**src/met_pkg.sv**
```systemverilog
`timescale 1ns / 1ps
package met_pkg;

  localparam int COORD_W    = 32;
  localparam int STEP_W     = 31;
  localparam int CNT_W      = 16;
  localparam int PIX_W      = 10;
  localparam int FRAC_BITS  = 28;
  localparam int CFG_IDX_W  = 3;
  localparam int CFG_DATA_W = 32;

  // iteration ring depth, one slot per stage
  localparam int RING_STAGES = 4;
  localparam int TAG_W       = $clog2(RING_STAGES);

  localparam int PROD_W   = 2 * COORD_W;
  localparam int SQ_W     = PROD_W - FRAC_BITS;
  localparam int CROSS_W  = PROD_W - FRAC_BITS + 1;
  localparam int SAT_IN_W = 44;
  localparam int OFFS_W   = PIX_W + STEP_W;

  // |z|^2 escape bound, 4.0 in the truncated square scale
  localparam logic [SQ_W:0] ESC_LIMIT = (SQ_W + 1)'(4) << FRAC_BITS;

  localparam logic [CFG_IDX_W-1:0] CFG_X_LEFT   = 3'd0;
  localparam logic [CFG_IDX_W-1:0] CFG_Y_TOP    = 3'd1;
  localparam logic [CFG_IDX_W-1:0] CFG_X_STEP   = 3'd2;
  localparam logic [CFG_IDX_W-1:0] CFG_Y_STEP   = 3'd3;
  localparam logic [CFG_IDX_W-1:0] CFG_MAX_ITER = 3'd4;

  localparam logic [COORD_W-1:0] X_LEFT_RESET   = 32'hE000_0000;
  localparam logic [COORD_W-1:0] Y_TOP_RESET    = 32'h1000_0000;
  localparam logic [STEP_W-1:0]  X_STEP_RESET   = 31'h000C_0000;
  localparam logic [STEP_W-1:0]  Y_STEP_RESET   = 31'h0008_0000;
  localparam logic [CNT_W-1:0]   MAX_ITER_RESET = 16'd255;

  typedef logic signed [COORD_W-1:0] coord_t;

  typedef struct packed {
    logic [PIX_W-1:0] row;
    logic [PIX_W-1:0] col;
    coord_t           cx;
    coord_t           cy;
  } point_t;

  typedef struct packed {
    logic             valid;
    logic             done;
    logic [TAG_W-1:0] tag;
    logic [PIX_W-1:0] row;
    logic [PIX_W-1:0] col;
    coord_t           cx;
    coord_t           cy;
    coord_t           zx;
    coord_t           zy;
    logic [CNT_W-1:0] count;
  } slot_t;

  typedef struct packed {
    logic [PIX_W-1:0] row;
    logic [PIX_W-1:0] col;
    logic [CNT_W-1:0] count;
  } retire_t;

  // clamp a wide two's complement value into a coordinate word
  function automatic coord_t sat32(input logic [SAT_IN_W-1:0] v);
    coord_t r;
    if (v[SAT_IN_W-1:COORD_W-1] == {(SAT_IN_W - COORD_W + 1){v[SAT_IN_W-1]}}) begin
      r = v[COORD_W-1:0];
    end else if (v[SAT_IN_W-1]) begin
      r = {1'b1, {(COORD_W - 1){1'b0}}};
    end else begin
      r = {1'b0, {(COORD_W - 1){1'b1}}};
    end
    return r;
  endfunction

endpackage

```
**src/met_coord.sv**
```systemverilog
`timescale 1ns / 1ps
module met_coord (
  input  logic                         clk,
  input  logic                         rst,
  input  met_pkg::coord_t              x_left,
  input  met_pkg::coord_t              y_top,
  input  logic [met_pkg::STEP_W-1:0]   x_step,
  input  logic [met_pkg::STEP_W-1:0]   y_step,
  input  logic                         pixel_valid,
  output logic                         pixel_ready,
  input  logic [met_pkg::PIX_W-1:0]    pixel_row,
  input  logic [met_pkg::PIX_W-1:0]    pixel_col,
  output logic                         pt_valid,
  input  logic                         pt_ready,
  output met_pkg::point_t              pt
);
  import met_pkg::*;

  logic              v1;
  logic [PIX_W-1:0]  row1;
  logic [PIX_W-1:0]  col1;
  logic [OFFS_W-1:0] offs_x;
  logic [OFFS_W-1:0] offs_y;
  logic              v2;
  point_t            pt2;
  logic              ready1;
  logic              ready2;
  logic [SAT_IN_W-1:0] sum_x;
  logic [SAT_IN_W-1:0] sum_y;

  assign ready2      = !v2 || pt_ready;
  assign ready1      = !v1 || ready2;
  assign pixel_ready = ready1;
  assign pt_valid    = v2;
  assign pt          = pt2;

  // stage 1: scaled offsets from the origin
  always_ff @(posedge clk) begin
    if (rst) begin
      v1 <= 1'b0;
    end else if (ready1) begin
      v1 <= pixel_valid;
    end
  end

  always_ff @(posedge clk) begin
    if (ready1 && pixel_valid) begin
      row1   <= pixel_row;
      col1   <= pixel_col;
      offs_x <= OFFS_W'(pixel_col) * OFFS_W'(x_step);
      offs_y <= OFFS_W'(pixel_row) * OFFS_W'(y_step);
    end
  end

  // stage 2: add to the origin and clamp
  always_comb begin
    sum_x = {{(SAT_IN_W - COORD_W){x_left[COORD_W-1]}}, x_left}
          + {{(SAT_IN_W - OFFS_W){1'b0}}, offs_x};
    sum_y = {{(SAT_IN_W - COORD_W){y_top[COORD_W-1]}}, y_top}
          - {{(SAT_IN_W - OFFS_W){1'b0}}, offs_y};
  end

  always_ff @(posedge clk) begin
    if (rst) begin
      v2 <= 1'b0;
    end else if (ready2) begin
      v2 <= v1;
    end
  end

  always_ff @(posedge clk) begin
    if (ready2 && v1) begin
      pt2.row <= row1;
      pt2.col <= col1;
      pt2.cx  <= sat32(sum_x);
      pt2.cy  <= sat32(sum_y);
    end
  end

endmodule

```
**config.mk**
```make
export PLATFORM = sky130hd
export DESIGN_NAME = met_coord
export DESIGN_NICKNAME = d
export VERILOG_FILES = /design/src/met_pkg.sv /design/src/met_coord.sv
export SDC_FILE = /design/constraint.sdc
export NUM_CORES = 2
export LEC_CHECK = 0
export BUFFER_PORTS_ARGS = -buffer_cell sky130_fd_sc_hd__buf_2
export CORE_MARGIN = 4
export CORE_UTILIZATION = 55
export DETAILED_ROUTE_END_ITERATION = 7
export GPL_TIMING_DRIVEN = 0
export HOLD_SLACK_MARGIN = 0.15
export PLACE_DENSITY = 0.74
export SYNTH_ARGS = -nofsm -noshare
export SYNTH_HDL_FRONTEND = slang
export SYNTH_SLANG_ARGS = --single-unit
```
**constraint.sdc**
```tcl
create_clock -name clk -period 7.1 [get_ports clk]
set_input_delay 0.355 -clock clk [delete_from_list [all_inputs] [get_ports clk]]
set_output_delay 0.355 -clock clk [all_outputs]
set_load 0.05 [all_outputs]
```
# After elaboration in Yosys (flattened, before gate mapping)
# Cells that the tools add are included.
[op_classes]
reduce_logical = 6
muxes = 4
n_eq_ne = 2
n_mul = 2
n_addsub = 2
[ops]
columns = ["operator", "count"]
rows = [
  ["$mux W32", 4],
  ["$mul A10 B31 Y41", 2],
  ["$add A32 B42 Y43", 1],
  ["$sub A32 B42 Y43", 1],
  ["$eq A12 B12 Y1", 2],
  ["$logic_and A1 B1 Y1", 2],
  ["$logic_not A1 Y1", 2],
  ["$logic_or A1 B1 Y1", 2],
]
[totals]
ff_bits = 188
out_inout_bits = 86
elab_cells = 26

# Longest topological paths before layout
[logic_depth]
depth_word = 4
depth_mapped = 25
mapped_depth_nobuf = 24

# Worst setup path before layout
# OpenSTA, ideal clock, no wires.
[synth_path]
kind = "input to register"
start = "input pixel_row[1] (netlist name)"
end = "register offs_y[37] (data pin)"
stages = 24
arrival_ns = 5.938
path_slack_ns = 0.903
t_required_ns = 6.842
path_cell_list = "clkbuf_1 > nand2_1 > fa_1 > inv_1 > fa_1 > inv_1 > fa_1 > inv_1 > fa_1 > inv_1 > fa_1 > inv_1 > ha_1 > nor4_1 > o21ai_0 > a41oi_2 > o21ai_1 > a311o_1 > a31o_1 > a21o_1 > a311o_1 > a21o_1 > a21oi_1 > xnor2_1"
[synth_between]
elab_chain_cells = 1
[synth_rtl]
columns = ["item", "line_no", "rtl"]
rows = [
  ["start: declaration", "met_coord.sv:11", "input logic [met_pkg::PIX_W-1:0] pixel_row,"],
  ["$mul A10 B31 Y41", "met_coord.sv:51", "offs_y <= OFFS_W'(pixel_row) * OFFS_W'(y_step);"],
  ["end signal: assignment", "met_coord.sv:51", ""],
  ["end: declaration", "met_coord.sv:23", "logic [OFFS_W-1:0] offs_y;"],
]
# No other way between the ends.
# A chain may end at the register's enable or synchronous reset.

# Final worst setup path
[layout_path]
start = "input pixel_col[4] (netlist name)"
end = "register offs_x[40] (data pin)"
[layout_between]
elab_chain_cells = 1
[layout_rtl]
columns = ["item", "line_no", "rtl"]
rows = [
  ["start: declaration", "met_coord.sv:12", "input logic [met_pkg::PIX_W-1:0] pixel_col,"],
  ["$mul A10 B31 Y41", "met_coord.sv:50", "offs_x <= OFFS_W'(pixel_col) * OFFS_W'(x_step);"],
  ["end signal: assignment", "met_coord.sv:50", ""],
  ["end: declaration", "met_coord.sv:22", "logic [OFFS_W-1:0] offs_x;"],
]
# No other way between the ends.

==> results_dict.tcl <==
set metrics [dict create \
    outcome "completed" \
    min_path_cells 1 \
    ys_types 73 \
    rsz0062_at_grt "yes" \
    worstSetupPathType "in2reg" \
    grt_max_degree 53 \
    drt-total-wl_um 73000 \
    yosys_warnings 0 \
    clock_path_buffers 2 \
    cts_tree "built" \
    yosysTopAreaCell "fa_1" \
    syn_to_final_growth_pct 8.93 \
    synth_edf_count 186 \
    cp-start-kind "primary input" \
    track_usage_pct 26.0 \
    vias 22700 \
    async_reset_ff_share_pct 0 \
    use_met1_pct 38.2 \
    ant_nets 0 \
    hp-start "pixel_row[1]" \
    place_hpwl_um 60500 \
    rows 85 \
    yosys-top-cells-count "inv_1 (495), fa_1 (462), nand2_1 (384), and2_1 (335), ha_1 (236)" \
    io_pins 236 \
    reg2reg_from "offs_x[0]$_DFFE_PP_" \
    fin_setup_tns_ps 0 \
    drv_cap 0 \
    grt_pass1_wl_um 119000 \
    wl_per_cell_um 17.8 \
    cp.arrival_ps 7100 \
    grt.overflow.total 0 \
    worstMarginPinSlew_ps 870 \
    clkTransAtPathRegs_ps 80 \
    min_period_over_period_pct 96.8 \
    synth_cells 3169 \
    grt.busiest_layer "met1" \
    die_w_um 241 \
    required_ps 7330 \
    rrSetupSlack_ps 1900 \
    yosysMostFrequentCell "inv_1" \
    synth.cell_area_um2 29800 \
    syn_nets 4017 \
    dieArea_um2 57900 \
    grt_pass1_vias 23000 \
    ys.flop_type "edfxtp_1" \
    gr-usage-met3_pct 6.14 \
    drt_iter0_markers 1772 \
    worstRegToRegCells 16 \
    vias_per_cell 5.54 \
    max_freq_ghz 0.146 \
    fin_crit_ps 6870 \
    ys_ff_latch 188 \
    nets 4238 \
    drtPass1Iterations 5 \
    relSlewSlack_pct 41.3 \
    htree_levels 4 \
    grt_antenna_before_repair 2 \
    grtUsageMet2_pct 38.2 \
    hp-class "in2reg" \
    yosysTopAreaCellShare_pct 31.0 \
    syn_avg_cell_area_um2 9.40 \
    cts_buffers 17 \
    finalSetupViolations 0 \
    initial_core_util_pct 55.5 \
    core-area_um2 53700 \
    hold_end "row1[1]$_DFFE_PP_" \
    worstReg2RegEnd "pt[59]$_DFFE_PP_" \
    max-vdd-ir-drop_mv 0.330 \
    path_max_fanout 10 \
    routabilityCongestion 0.901 \
    critPathCaptureType "flip-flop" \
    hold_viol 0 \
    ys_seq_area_share_pct 18.9 \
    portBuffers 180 \
    p_leak_nw 15.9 \
    route.detailed.drc 0 \
    final_max_slew_viol_count 0 \
    whs_ps 186 \
    cellPowerDensity_nw_per_um2 457 \
    insertion_delay_ps 490 \
    drive_gt1_share_pct 8.14 \
    fin_worst_skew_ps 15.6 \
    netlist_top_cells_area "fa_1 (31%), edfxtp_1 (19%), ha_1 (9.9%), and2_1 (7.0%), inv_1 (6.2%)" \
    cts_root_buffer "clkbuf_16" \
    cts_sinks 188 \
    die_h_um 241 \
]
## worst max path at each step
stage,from,endpoint,slack [ps],depth (start not counted)
floorplan,pixel_row[1],offs_y[37]$_DFFE_PP_,900,24
global placement,pt_ready,pt[77]$_DFFE_PP_,-60,3
detailed placement,pixel_row[3],offs_y[37]$_DFFE_PP_,-110,25
CTS,pixel_row[2],offs_y[37]$_DFFE_PP_,40,26
global route,pixel_col[1],offs_x[39]$_DFFE_PP_,-40,27
finish,pixel_col[4],offs_x[40]$_DFFE_PP_,230,24
## worst max-delay path, cell delays in order
cell and delay (ps):
dlygate4sd3_1 530, buf_2 180, clkbuf_1 530, and2_1 250, fa_1 420, fa_1 460
fa_1 480, fa_1 500, inv_1 50, fa_1 470, inv_1 40, ha_1 330
a21o_1 190, a21oi_1 150, o21a_1 120, nor3_1 60, a311o_1 440, o31ai_1 360
o211a_1 280, a21boi_0 150, o31a_1 340, a21oi_1 160, o21bai_1 90, xnor2_1 150
## routing by layer
layer  vias up  share of wire [%]  routed length [µm]
met5         -              0.014                  10
met4         2                3.2                2340
met3       126                8.6                6310
met2       869                 43               31400
met1     11100                 45               33000
li1      10600                  -                   -
## final cells by class
class / instances / area [µm²]
Multi-Input combinational cell: 2328 / 21700
Tap cell: 696 / 871
Clock inverter: 13 / 110
Fill cell: 4614 / 21300
Timing Repair Buffer: 204 / 1190
Buffer: 156 / 638
Antenna cell: 1 / 2.50
Inverter: 495 / 1860
Sequential cell: 188 / 5630
Clock buffer: 19 / 433
## through the flow
stage	total power, W	util [%]	instance area (µm²)	instances	worst slack (ps)
after floorplan	0.0113	-	29800	3169	903
after global placement	0.0136	58.8	31600	4045	-57.4
after detailed placement	0.0137	59.0	31700	4049	-112
after CTS	0.0148	60.3	32400	4100	39.6
after global routing	0.0165	60.4	32400	4100	-44.7
final	0.0148	60.4	32400	4100	230
## state kept, by name, indices dropped and copies added (netlist names)
name      flops
v1            1
col1         10
pt           84
pt_valid      1
offs_x       41
row1         10
offs_y       41
## logic make-up after synthesis
kind of cell | count (synthesis) | synth area share, %
flip-flops | 188 | 18.9
multiplexers | 2 | 0.0672
AND/OR/NAND/NOR | 965 | 16.2
buffers and inverters | 653 | 8.30
XOR/XNOR | 151 | 4.44
AO/OA/AOI/OAI | 512 | 11.1
adder cells (fa/ha/maj) | 698 | 41.0
## cells in the final DEF, fill, tap and decap left out, types with 98 or more instances in the layout
| master | count |
|---|---|
| and2_1 | 334 |
| clkbuf_1 | 111 |
| nand2_1 | 384 |
| a21oi_1 | 182 |
| inv_1 | 495 |
| fa_1 | 462 |
| edfxtp_1 | 186 |
| buf_2 | 199 |
| xnor2_1 | 98 |
| ha_1 | 236 |
| a21o_1 | 100 |
## report_power, final
part	total, W	switching [W]	leakage [nW]	internal, W
Clock	0.000937	0.000481	0.265	0.000456
Sequential	0.00213	0.0000785	1.81	0.00206
Combinational	0.0118	0.00681	13.8	0.00494
Total	0.0148	0.00737	15.9	0.00746
## what timing repair did
| item | in CTS | in global routing |
|---|---|---|
| endpoints found under the hold margin | 19 | 0 |
| gates resized for setup | 0 | 51 |
| hold buffers | 19 | 0 |
| setup buffers | 0 | 1 |
| endpoints found under the setup margin | 0 | 12 |
No activity file was read; power rests on OpenSTA's default activity.
